--- src/sv/fric_pkg.sv ---
`timescale 1ns / 1ps
// ----------------------------------------------------------------------------
// fric_pkg
// Types and constants shared by the FIFO-replacement identifier cache.
// ----------------------------------------------------------------------------
package fric_pkg;

    localparam int ID_W         = 32;
    localparam int CNT_W        = 5;
    localparam int AGE_W        = 4;
    localparam int RESULT_LIMIT = 16;

    localparam logic FUNC_ACCESS  = 1'b0;
    localparam logic FUNC_READOUT = 1'b1;

    typedef logic [ID_W-1:0]  t_ident;
    typedef logic [CNT_W-1:0] t_cnt;
    typedef logic [AGE_W-1:0] t_age;

    typedef struct packed {
        logic   func;
        t_ident ident;
    } t_req;

    typedef struct packed {
        logic   hit;
        logic   evicted_valid;
        t_ident evicted_ident;
        logic   entry_valid;
        t_ident entry_ident;
        t_cnt   occupancy;
        logic   last;
    } t_rsp;

    // input register contents as seen by the sequencer
    typedef struct packed {
        logic valid;
        t_req req;
    } t_head;

    // sequencer -> store
    typedef struct packed {
        logic   is_access;
        logic   upd;
        t_ident ident;
        t_age   rd_age;
    } t_store_cmd;

    // store -> sequencer
    typedef struct packed {
        logic   hit;
        logic   ev_valid;
        t_ident ev_ident;
        t_cnt   occ_next;
        t_cnt   count;
        t_cnt   cap;
        t_ident rd_ident;
    } t_store_stat;

endpackage

--- src/sv/fric_stream_if.sv ---
`timescale 1ns / 1ps
// ----------------------------------------------------------------------------
// fric_stream_if
// Valid/ready channel carrying one payload item per transfer.
// ----------------------------------------------------------------------------
interface fric_stream_if #(
    parameter type T = logic
) ();
    logic valid;
    logic ready;
    T     payload;

    modport source (output valid, output payload, input ready);
    modport sink   (input valid, input payload, output ready);
endinterface

--- src/sv/fifo_replacement_id_cache.sv ---
`timescale 1ns / 1ps
// ----------------------------------------------------------------------------
// fifo_replacement_id_cache
// Fully associative identifier cache with first-in first-out replacement.
// ----------------------------------------------------------------------------
// Channels: i_req takes {func, ident}; func access looks ident up and
// inserts it on a miss, evicting the oldest entry when full; func readout
// lists the stored identifiers newest first. o_rsp returns one result per
// access, one per stored entry on readout (a single invalid result when
// empty), with last set on the final result of each request.
// Path: a request passes through the input register, then the result
// register, before its result is valid on o_rsp.
// Throughput: while o_rsp is ready, one access per cycle, set by the parallel
// compare against all slots and ring insert; a readout holds the input
// register until its last entry is read, reading one entry per cycle.
// Reset: the store is empty and capacity is min(16, CAPACITY). A write on
// i_cfg_we sets capacity (0 acts as 1, larger values saturate) and empties
// the store; write only while no request is in flight.
// Stall: while o_rsp is not ready the result register holds and the input
// register fills once, after which i_req.ready drops.
// ----------------------------------------------------------------------------
module fifo_replacement_id_cache #(
    parameter int CAPACITY = 16
) (
    input  logic                       i_clk,
    input  logic                       i_rst_n,
    input  logic                       i_cfg_we,
    input  logic [fric_pkg::CNT_W-1:0] i_cfg_wdata,
    fric_stream_if.sink                i_req,
    fric_stream_if.source              o_rsp
);
    import fric_pkg::*;

    localparam int SLOTS = (CAPACITY < RESULT_LIMIT) ? CAPACITY : RESULT_LIMIT;

    t_head       w_head;
    t_store_cmd  w_cmd;
    t_store_stat w_stat;
    t_rsp        w_rsp;
    logic        w_can_load;
    logic        w_fire;
    logic        w_is_acc;
    logic        w_empty;
    logic        w_last_entry;
    logic        w_take;
    t_age        r_age;
    t_age        n_age;

    fric_in_reg u_in_reg (
        .i_clk   (i_clk),
        .i_rst_n (i_rst_n),
        .i_req   (i_req),
        .i_take  (w_take),
        .o_head  (w_head)
    );

    fric_store #(
        .SLOTS (SLOTS)
    ) u_store (
        .i_clk       (i_clk),
        .i_rst_n     (i_rst_n),
        .i_cfg_we    (i_cfg_we),
        .i_cfg_wdata (i_cfg_wdata),
        .i_cmd       (w_cmd),
        .o_stat      (w_stat)
    );

    fric_out_reg u_out_reg (
        .i_clk      (i_clk),
        .i_rst_n    (i_rst_n),
        .i_load     (w_fire),
        .i_data     (w_rsp),
        .o_can_load (w_can_load),
        .o_rsp      (o_rsp)
    );

    assign w_fire       = w_head.valid && w_can_load;
    assign w_is_acc     = (w_head.req.func == FUNC_ACCESS);
    assign w_empty      = (w_stat.count == '0);
    assign w_last_entry = (CNT_W'(r_age) + CNT_W'(1) == w_stat.count);
    assign w_take       = w_fire && (w_is_acc || w_empty || w_last_entry);

    assign w_cmd.is_access = w_is_acc;
    assign w_cmd.upd       = w_fire && w_is_acc;
    assign w_cmd.ident     = w_head.req.ident;
    assign w_cmd.rd_age    = r_age;

    always_comb begin
        w_rsp = '0;
        case (w_head.req.func)
            FUNC_ACCESS: begin
                w_rsp.hit           = w_stat.hit;
                w_rsp.evicted_valid = w_stat.ev_valid;
                w_rsp.evicted_ident = w_stat.ev_ident;
                w_rsp.occupancy     = w_stat.occ_next;
                w_rsp.last          = 1'b1;
            end
            FUNC_READOUT: begin
                w_rsp.entry_valid = !w_empty;
                w_rsp.entry_ident = w_empty ? '0 : w_stat.rd_ident;
                w_rsp.occupancy   = w_stat.count;
                w_rsp.last        = w_empty || w_last_entry;
            end
            default: begin
                w_rsp = '0;
            end
        endcase
    end

    // readout walks one age per transfer; back to zero when the request retires
    always_comb begin
        n_age = r_age;
        if (w_take) begin
            n_age = '0;
        end else if (w_fire) begin
            n_age = r_age + AGE_W'(1);
        end
    end

    always_ff @(posedge i_clk) begin
        if (!i_rst_n) begin
            r_age <= '0;
        end else begin
            r_age <= n_age;
        end
    end

    a_count_in_cap: assert property (@(posedge i_clk) disable iff (!i_rst_n)
        (w_stat.count <= w_stat.cap))
        else $error("fill count exceeds capacity");

    a_evict_when_full: assert property (@(posedge i_clk) disable iff (!i_rst_n)
        (w_fire && w_is_acc && w_stat.ev_valid) |=>
        (o_rsp.payload.occupancy == w_stat.cap))
        else $error("eviction while store not full");

    a_hit_no_evict: assert property (@(posedge i_clk) disable iff (!i_rst_n)
        o_rsp.valid |-> !(o_rsp.payload.hit && o_rsp.payload.evicted_valid))
        else $error("hit and eviction in one result");

    a_age_in_readout: assert property (@(posedge i_clk) disable iff (!i_rst_n)
        (r_age != '0) |-> (w_head.valid && w_head.req.func == FUNC_READOUT
                           && CNT_W'(r_age) < w_stat.count))
        else $error("readout position outside a readout");

endmodule

--- src/sv/fric_in_reg.sv ---
`timescale 1ns / 1ps
// ----------------------------------------------------------------------------
// fric_in_reg
// Input register: holds one request until the sequencer retires it.
// ----------------------------------------------------------------------------
module fric_in_reg (
    input  logic              i_clk,
    input  logic              i_rst_n,
    fric_stream_if.sink       i_req,
    input  logic              i_take,
    output fric_pkg::t_head   o_head
);
    import fric_pkg::*;

    logic r_valid;
    t_req r_req;
    logic w_load;

    assign i_req.ready = !r_valid || i_take;
    assign w_load      = i_req.valid && i_req.ready;

    always_ff @(posedge i_clk) begin
        if (!i_rst_n) begin
            r_valid <= 1'b0;
        end else if (w_load) begin
            r_valid <= 1'b1;
        end else if (i_take) begin
            r_valid <= 1'b0;
        end
    end

    always_ff @(posedge i_clk) begin
        if (w_load) begin
            r_req <= i_req.payload;
        end
    end

    assign o_head.valid = r_valid;
    assign o_head.req   = r_req;

endmodule

--- src/sv/fric_store.sv ---
`timescale 1ns / 1ps
// ----------------------------------------------------------------------------
// fric_store
// Identifier ring with parallel lookup, newest pointer, fill count and
// effective capacity register.
// ----------------------------------------------------------------------------
module fric_store #(
    parameter int SLOTS = 16
) (
    input  logic                      i_clk,
    input  logic                      i_rst_n,
    input  logic                      i_cfg_we,
    input  logic [fric_pkg::CNT_W-1:0] i_cfg_wdata,
    input  fric_pkg::t_store_cmd      i_cmd,
    output fric_pkg::t_store_stat     o_stat
);
    import fric_pkg::*;

    localparam int   SW      = (SLOTS > 1) ? $clog2(SLOTS) : 1;
    localparam t_cnt SLOTS_C = CNT_W'(SLOTS);

    t_ident          r_slot [SLOTS];
    logic [SW-1:0]   r_newest;
    logic [SW-1:0]   n_newest;
    t_cnt            r_count;
    t_cnt            n_count;
    t_cnt            r_cap;
    t_cnt            n_cap;

    t_cnt            w_newest;
    t_cnt            w_ins;
    t_cnt            w_rd;
    t_cnt            w_age;
    t_cnt            w_addr;
    logic            w_full;
    logic [SLOTS-1:0] w_match;
    logic            w_hit;
    t_ident          w_word;

    assign w_newest = CNT_W'(r_newest);
    assign w_full   = (r_count == r_cap);
    assign w_ins    = (w_newest + CNT_W'(1) == r_cap) ? '0 : w_newest + CNT_W'(1);
    assign w_age    = CNT_W'(i_cmd.rd_age);
    // slot of the entry rd_age places behind the newest, wrapping at cap
    assign w_rd     = w_newest - w_age + ((w_newest < w_age) ? r_cap : '0);

    // a slot is live if it lies inside the ring and its age is below the count
    always_comb begin
        t_cnt s_idx;
        t_cnt s_age;
        for (int s = 0; s < SLOTS; s++) begin
            s_idx      = CNT_W'(s);
            s_age      = w_newest - s_idx + ((w_newest < s_idx) ? r_cap : '0);
            w_match[s] = (s_idx < r_cap) && (s_age < r_count)
                         && (r_slot[s] == i_cmd.ident);
        end
    end

    assign w_hit  = |w_match;
    assign w_addr = i_cmd.is_access ? w_ins : w_rd;
    assign w_word = r_slot[w_addr[SW-1:0]];

    always_comb begin
        n_newest = r_newest;
        n_count  = r_count;
        n_cap    = r_cap;
        if (i_cfg_we) begin
            n_newest = '0;
            n_count  = '0;
            if (i_cfg_wdata == '0) begin
                n_cap = CNT_W'(1);
            end else if (i_cfg_wdata > SLOTS_C) begin
                n_cap = SLOTS_C;
            end else begin
                n_cap = i_cfg_wdata;
            end
        end else if (i_cmd.upd && !w_hit) begin
            n_newest = w_ins[SW-1:0];
            if (!w_full) begin
                n_count = r_count + CNT_W'(1);
            end
        end
    end

    always_ff @(posedge i_clk) begin
        if (!i_rst_n) begin
            r_newest <= '0;
            r_count  <= '0;
            r_cap    <= SLOTS_C;
        end else begin
            r_newest <= n_newest;
            r_count  <= n_count;
            r_cap    <= n_cap;
        end
    end

    always_ff @(posedge i_clk) begin
        if (i_cmd.upd && !w_hit && !i_cfg_we) begin
            r_slot[w_ins[SW-1:0]] <= i_cmd.ident;
        end
    end

    assign o_stat.hit      = w_hit;
    assign o_stat.ev_valid = !w_hit && w_full;
    assign o_stat.ev_ident = (!w_hit && w_full) ? w_word : '0;
    assign o_stat.occ_next = (w_hit || w_full) ? r_count : r_count + CNT_W'(1);
    assign o_stat.count    = r_count;
    assign o_stat.cap      = r_cap;
    assign o_stat.rd_ident = w_word;

endmodule

--- src/sv/fric_out_reg.sv ---
`timescale 1ns / 1ps
// ----------------------------------------------------------------------------
// fric_out_reg
// Result register: holds one result until the receiver takes it.
// ----------------------------------------------------------------------------
module fric_out_reg (
    input  logic            i_clk,
    input  logic            i_rst_n,
    input  logic            i_load,
    input  fric_pkg::t_rsp  i_data,
    output logic            o_can_load,
    fric_stream_if.source   o_rsp
);
    import fric_pkg::*;

    logic r_valid;
    t_rsp r_data;

    assign o_can_load = !r_valid || o_rsp.ready;

    always_ff @(posedge i_clk) begin
        if (!i_rst_n) begin
            r_valid <= 1'b0;
        end else if (o_can_load) begin
            r_valid <= i_load;
        end
    end

    always_ff @(posedge i_clk) begin
        if (i_load) begin
            r_data <= i_data;
        end
    end

    assign o_rsp.valid   = r_valid;
    assign o_rsp.payload = r_data;

endmodule

--- src/flat_wrapper.sv ---
// flat-port wrapper written by rule: the top's interface ports become plain ports
module fifo_replacement_id_cache_flat import fric_pkg::*;
#(
    parameter int CAPACITY = 16
)
  (i_clk, i_rst_n, i_cfg_we, i_cfg_wdata, i_req_valid, i_req_payload, i_req_ready, o_rsp_valid, o_rsp_payload, o_rsp_ready);
  fric_stream_if #(.T(t_req)) i_req_i ();
  fric_stream_if #(.T(t_rsp)) o_rsp_i ();
  input  logic i_clk;
  input  logic i_rst_n;
  input  logic i_cfg_we;
  input  logic [fric_pkg::CNT_W-1:0] i_cfg_wdata;
  input wire logic [$bits(i_req_i.valid)-1:0] i_req_valid;
  input wire logic [$bits(i_req_i.payload)-1:0] i_req_payload;
  output wire logic [$bits(i_req_i.ready)-1:0] i_req_ready;
  output wire logic [$bits(o_rsp_i.valid)-1:0] o_rsp_valid;
  output wire logic [$bits(o_rsp_i.payload)-1:0] o_rsp_payload;
  input wire logic [$bits(o_rsp_i.ready)-1:0] o_rsp_ready;
  assign i_req_i.valid = i_req_valid;
  assign i_req_i.payload = i_req_payload;
  assign i_req_ready = i_req_i.ready;
  assign o_rsp_valid = o_rsp_i.valid;
  assign o_rsp_payload = o_rsp_i.payload;
  assign o_rsp_i.ready = o_rsp_ready;
  fifo_replacement_id_cache #(.CAPACITY(CAPACITY)) u_core (.i_clk(i_clk), .i_rst_n(i_rst_n), .i_cfg_we(i_cfg_we), .i_cfg_wdata(i_cfg_wdata), .i_req(i_req_i), .o_rsp(o_rsp_i));
endmodule
--- config.mk ---
export PLATFORM = sky130hd
export DESIGN_NAME = fifo_replacement_id_cache_flat
export DESIGN_NICKNAME = d
export VERILOG_FILES = /design/src/sv/fric_pkg.sv /design/src/sv/fric_stream_if.sv /design/src/sv/fifo_replacement_id_cache.sv /design/src/sv/fric_in_reg.sv /design/src/sv/fric_store.sv /design/src/sv/fric_out_reg.sv /design/src/flat_wrapper.sv
export SDC_FILE = /design/constraint.sdc
export NUM_CORES = 1
export LEC_CHECK = 0
export BUFFER_PORTS_ARGS = -buffer_cell sky130_fd_sc_hd__buf_2
export CORE_MARGIN = 2
export CORE_UTILIZATION = 40
export CTS_CLUSTER_SIZE = 40
export DETAILED_ROUTE_END_ITERATION = 8
export HOLD_SLACK_MARGIN = 0.03
export PLACE_DENSITY = 0.63
export SKIP_CTS_REPAIR_TIMING = 1
export SYNTH_ARGS = -nofsm -noshare
export SYNTH_HDL_FRONTEND = slang
export SYNTH_HIERARCHICAL = 1
export SYNTH_SLANG_ARGS = --single-unit
--- constraint.sdc ---
create_clock -name i_clk -period 11.9 [get_ports i_clk]
set_input_delay 2.38 -clock i_clk [delete_from_list [all_inputs] [get_ports i_clk]]
set_output_delay 2.38 -clock i_clk [all_outputs]
set_load 0.01 [all_outputs]
After elaboration in Yosys (flattened, before gate mapping)
Memories as Yosys holds them, arrays and structs flattened.
Index checks and enable logic that the tools add are counted.
- bitwise logic cells: 4
- add/sub/neg operators: 37
- muxes and demuxes: 27
- reductions and logical operators: 59
- $lt $le $gt $ge: 50
- equal/unequal tests: 19
- operator list (kind ; number):
    == test 32 bit ; 16
    2-to-1 mux 5 bit ; 19
    < comparator 5 bit ; 16
    adder 5 bit ; 15
    < comparator 4 x 5 -> 1 bit, first input constant ; 8
    subtractor 4 x 4 -> 5 bit, second input constant ; 8
    logical AND 1 bit ; 39
    < comparator 4 bit, second input constant ; 8
    < comparator 3 x 5 -> 1 bit, first input constant ; 4
    subtractor 4 x 3 -> 5 bit, second input constant ; 4
    < comparator 4 x 3 -> 1 bit, second input constant ; 4
    OR reduction 16 bit ; 1
    == test 5 bit ; 3
    2-to-1 mux 4 bit ; 3
    one-hot mux 6 bit (2 select lines) ; 1
    adder 4 x 1 -> 5 bit, second input constant ; 2
    zero test 5 bit ; 2
    < comparator 1 x 5 -> 1 bit, first input constant ; 2
    < comparator 2 x 5 -> 1 bit, first input constant ; 2
    subtractor 4 x 2 -> 5 bit, second input constant ; 2
    < comparator 4 x 1 -> 1 bit, second input constant ; 2
    < comparator 4 x 2 -> 1 bit, second input constant ; 2
    OR reduction 2 bit ; 4
    logical OR 1 bit ; 6
    13 further kinds ; 23
- memories kept: 1
- bits of input ports: 43
- word-level logic and storage cells: 212
- bits in writable memories: 512
- register bits after elaboration: 126
- memory list (memory ; depth ; width ; rd ports ; clocked after memory_dff ; wr ports ; RTL line ; source):
    u_core.u_store.r_slot ; 16 ; 32 ; 17 ; 0 ; 1 ; fric_store.sv:22 ; t_ident r_slot [SLOTS];

Longest topological paths before layout
- word-level depth: 12
- depth in mapped cells: 23
- gate-level depth less buffers: 21

Cells and area by module
The synthesis kept the hierarchy.
- modules (own cells, without submodules) (module ; cells each ; times used ; seq. area each (sq um) ; area an instance (sq um)):
    fric_store ; 2998 ; 1 ; 15655.0 ; 33243.1
    fric_out_reg ; 77 ; 1 ; 2212.1 ; 2240.9
    fric_in_reg ; 39 ; 1 ; 1011.0 ; 1056.0
    fifo_replacement_id_cache ; 123 ; 1 ; 80.1 ; 822.0

Worst setup path before layout
Ideal clock, no wire load.
- path kind: reg2reg
- start point: register u_core.u_store.r_newest[1]
- end point: memory u_core/u_store/r_slot[4][0] (netlist bit) (enable)
- data arrival time: 7.326 ns
- period minus slack after synthesis: 7.828 ns
- path slack: 4.072 ns
- cell stages (with the launch flop): 22
- library setup time: 0.502 ns
- cells stage by stage: dfxtp_1 -> clkbuf_1 -> inv_1 -> ha_1 -> inv_1 -> a21oi_1 -> and2_1 -> ha_1 -> ha_1 -> a21o_1 -> a21oi_1 -> xnor2_1 -> ha_1 -> o21ai_0 -> a21oi_1 -> nor4_1 -> nor4_1 -> nand3_1 -> nor3_4 -> nand2_4 -> buf_6 -> nor4_1
- cells in the longest elaborated chain, start to end: 12
- RTL lines (element ; RTL line ; source):
    start: declaration ; fric_store.sv:23 ; logic [SW-1:0] r_newest;
    start signal: assignment ; fric_store.sv:91 ; r_newest <= n_newest;
    < comparator 4 x 1 -> 1 bit (tied with other cells) ; fric_store.sv:53 ; s_age = w_newest - s_idx + ((w_newest < s_idx) ? r_cap : '0);
    2-to-1 mux 5 bit ; fric_store.sv:53 ;
    adder 4 x 5 -> 5 bit / adder 5 bit (equally long branches) ; fric_store.sv:53 ;
    < comparator 5 bit ; fric_store.sv:54 ; w_match[s] = (s_idx < r_cap) && (s_age < r_count)
    logical AND 1 bit ; fric_store.sv:54 ;
    logical AND 1 bit ; fric_store.sv:55 ; && (r_slot[s] == i_cmd.ident);
    OR reduction 16 bit ; fric_store.sv:59 ; assign w_hit = |w_match;
    zero test 1 bit ; fric_store.sv:98 ; if (i_cmd.upd && !w_hit && !i_cfg_we) begin
    logical AND 1 bit (2 in a row) ; fric_store.sv:98 ;
    2-to-1 mux 1 bit ; fric_store.sv:98 ;
    2-to-1 mux 1 bit (not written as such) ; fric_store.sv:99 ; r_slot[w_ins[SW-1:0]] <= i_cmd.ident;
    end: declaration ; fric_store.sv:22 ;
Several ways; a longest one is shown, not always the timed one.

Final worst setup path
- start point: register u_core.u_store.r_newest[1]
- end point: memory u_core/u_store/r_slot[10][29] (netlist bit) (enable)
The elaborated chain is that of the path after synthesis.

==> flow_summary.ini <==
[cts]
htree_levels = 3
clock_sink_count = 638
root_buffer = clkbuf_16
clk_path_buf_depth = 3
cts_tree = yes
clkTransAtPathRegs_ns = 0.06
numCtsBuffers = 73
insertion_delay_ns = 0.65

[grt]
grt_usage = 0.268
antenna_found_initial = 2
grt_start_max_net_pins = 170
grt_pass1_wl_microns = 185000
grt_pass1_vias = 26100
grt-ovfl-total = 0

[route]
viasPerCell = 5.93
drtPass1Iterations = 6
first_iter_violations = 3500
drc = 0
vias = 27500
drt_wl_total_microns = 131000
ant_nets = 0
wl_per_cell_microns = 28.2

[floorplanning]
start_util = 0.402
rows = 112
core-area_sq_um = 92900
die_y_microns = 310
die_w_microns = 310
fp.dieArea_sq_um = 95900
io-pin-count = 118

[sta]
setup_viol = 0
clock.fmax_mhz = 138
setup_slack_ns = 4.63
finalHoldViolCount = 0
tns_ns = 0
tightest_slew_ns = 1.14
slew_violations = 0
rsz0062_at_grt = false
finClkSkew_ns = 0.0530
slew-limit-headroom = 0.233
min_period_ns = 7.27
whs_ns = 0.455
post-route-period-util = 0.611

[placement]
io_buffers = 117
dp_hpwl_microns = 90000
gp_congestion = 1.01
post-place-ws_ns = 4.82

[layout]
drive_gt1_frac = 0.108
fillers = 8565
multi_input_area_sq_um = 17100
synthToLayoutAreaGrowth_pct = 11.3
regArea_sq_um = 19000
fin_nets = 3563
final_common_cell = edfxtp_1
final_cell_mix = edfxtp_1 (618), xor2_1 (403), nand2_1 (328)

[power]
p_comb_frac = 0.122
p_total_mw = 5.38
p_leak_nw = 15.3
power.share.sequential = 0.466
p_per_area_nw_per_um2 = 129
vdd_drop_max_v = 0.0000920
switching_share = 0.271
p_sw_mw = 1.46
power.internal_mw = 3.92
power_frac_clock = 0.413

[logic_synthesis]
synth_edf_count = 618
synth_nets = 3475
synth-main-ff-cell = edfxtp_1
ys_ff_latch = 638
syn_inst = 3237
ys_types = 89
avgSynthCellArea_sq_um = 11.5
syn_area_sq_um = 37400
async_reset_ff_frac = 0
seq_area_frac_synth = 0.507
yosysWarnings = 6

[setup_path]
crit_type = flip-flop to flip-flop
r2r-start = u_core/u_store/r_newest[1]$_SDFFE_PP0P_
path_max_fanout = 18
regToRegSetupSlack_ns = 4.63
crit_arrival_ns = 7.57
cp_data_required_time_ns = 12.20
critPathLaunchType = flip-flop
r2r_end = u_core/u_store/r_slot[10][29]$_DFFE_PP_
end_kind = flip-flop
reg2reg_depth = 21

[min_path]
min_from = u_core/u_in_reg/o_head[3]$_DFFE_PP_
holdPathStages = 0
min_to = u_core/u_store/r_slot[12][3]$_DFFE_PP_
worstHoldPathType = flip-flop to flip-flop

[outcome]
outcome = completed

[flow_run]
drv_cap = 0
area by class of cell:
| class | count | share of cell area |
|---|---|---|
| flip-flops and latches | 638 | 0.456 |
| multi-input cells | 2312 | 0.411 |
| clock buffers | 82 | 0.0448 |
| well taps | 1254 | 0.0377 |
| repair buffers | 205 | 0.0306 |
| clock inverters | 50 | 0.0109 |
| inverters | 95 | 0.00864 |
| diodes | 1 | 0.0000602 |
registers in the layout (all words and copies together), names as in the netlist:
signal,count
u_core/u_in_reg/r_valid,1
u_core/u_out_reg/o_rsp.payload,73
u_core/r_age,4
u_core/u_store/r_cap,5
u_core/u_out_reg/o_rsp.valid,1
u_core/u_store/r_count,5
u_core/u_store/r_slot,512
u_core/u_store/r_newest,4
u_core/u_in_reg/o_head,33
per-stage QoR:
step / util / cell area, sq um / std cells
floorplan: - / 37400 / 3237
global placement: 0.422 / 39300 / 4504
detailed placement: 0.422 / 39300 / 4504
CTS: 0.447 / 41600 / 4636
global route: 0.447 / 41600 / 4636
finish: 0.447 / 41600 / 4637
cell usage after synthesis, types with 6 or more instances:
cell | instances | area (sq um)
edfxtp_1 | 618 | 18600
xor2_1 | 403 | 3530
nand2_1 | 328 | 1230
ha_1 | 177 | 2210
a21oi_1 | 174 | 871
nor4_1 | 163 | 1020
xnor2_1 | 159 | 1390
a22oi_1 | 126 | 946
nor2b_1 | 102 | 638
mux2i_1 | 96 | 961
inv_1 | 92 | 345
buf_2 | 88 | 440
nand3_1 | 72 | 360
nor2_1 | 61 | 229
nand4_1 | 60 | 375
and2_1 | 52 | 325
buf_4 | 43 | 323
nor3_1 | 38 | 190
clkbuf_1 | 37 | 139
a21o_1 | 31 | 233
a32oi_1 | 29 | 254
o21ai_0 | 29 | 145
dfxtp_1 | 20 | 400
fa_1 | 18 | 360
nand2b_1 | 17 | 106
buf_6 | 14 | 158
nor4b_1 | 14 | 123
a21boi_0 | 11 | 82.6
or4_1 | 10 | 75.1
a2111oi_0 | 9 | 78.8
and4_1 | 9 | 78.8
buf_1 | 9 | 33.8
or3_1 | 9 | 56.3
and3_1 | 8 | 50.1
mux2_2 | 6 | 67.6
o211ai_1 | 6 | 45.0
worst max path at each step:
stage / start / endpoint / slack, ns / depth (start not counted)
after floorplan: u_core/u_store/r_newest[1]$_SDFFE_PP0P_ / u_core/u_store/r_slot[4][0]$_DFFE_PP_ / 4.07 / 21
after global placement: u_core/u_store/r_newest[1]$_SDFFE_PP0P_ / u_core/u_store/r_slot[10][20]$_DFFE_PP_ / 4.97 / 21
after detailed placement: u_core/u_store/r_newest[1]$_SDFFE_PP0P_ / u_core/u_store/r_slot[10][13]$_DFFE_PP_ / 4.82 / 21
after CTS: u_core/u_store/r_newest[1]$_SDFFE_PP0P_ / u_core/u_store/r_slot[10][12]$_DFFE_PP_ / 4.75 / 21
after global routing: u_core/u_store/r_newest[1]$_SDFFE_PP0P_ / u_core/u_store/r_slot[10][13]$_DFFE_PP_ / 4.28 / 21
final: u_core/u_store/r_newest[1]$_SDFFE_PP0P_ / u_core/u_store/r_slot[10][29]$_DFFE_PP_ / 4.63 / 21
cells by family (layout without fill, tap and decap cells):
kind of cell / Yosys count / after routing / share of synthesized area
AO/OA/AOI/OAI: 460 / 460 / 0.0822
XOR/XNOR: 564 / 564 / 0.133
adder cells (fa/ha/maj): 195 / 195 / 0.0689
buffers and inverters: 287 / 432 / 0.0390
flip-flops: 638 / 638 / 0.507
multiplexers: 102 / 102 / 0.0275
other: 0 / 1 / 0
AND/OR/NAND/NOR: 991 / 991 / 0.142
power groups by stage:
| stage | combinational, mW | sequential [mW] | clock, mW |
|---|---|---|---|
| 5_1_grt | 0.691 | 2.51 | 2.33 |
| 4_1_cts | 0.643 | 2.50 | 2.25 |
| 6_report | 0.656 | 2.50 | 2.22 |
| 3_3_place_gp | 0.639 | 2.55 | 0 |
| 2_1_floorplan | 0.380 | 2.57 | 0 |
| 3_5_place_dp | 0.641 | 2.55 | 0 |
critical path: stages, from the launching register on:
cell and delay (ns):
dfxtp_1 0.39, buf_4 0.25, inv_1 0.58, ha_1 0.37
inv_1 0.08, a21oi_1 0.32, nand2_1 0.10, ha_1 0.28
inv_1 0.04, ha_1 0.22, fa_1 0.38, xor2_1 0.17
ha_1 0.27, o21ai_0 0.09, a21oi_1 0.48, nor4_1 0.26
nor4_1 0.33, nand3_1 0.17, nor3_4 0.40, nand2_4 0.28
nor3_2 0.98, buf_4 0.44
layer usage:
layer / share of wire / vias up / GRT usage
met4: 0.052 / 2 / 0.119
met1: 0.39 / 13600 / 0.351
li1: - / 12100 / -
met2: 0.45 / 1581 / 0.423
met3: 0.11 / 276 / 0.0617
met5: 0.000054 / - / 0
Power figures use the tool's default switching activity.
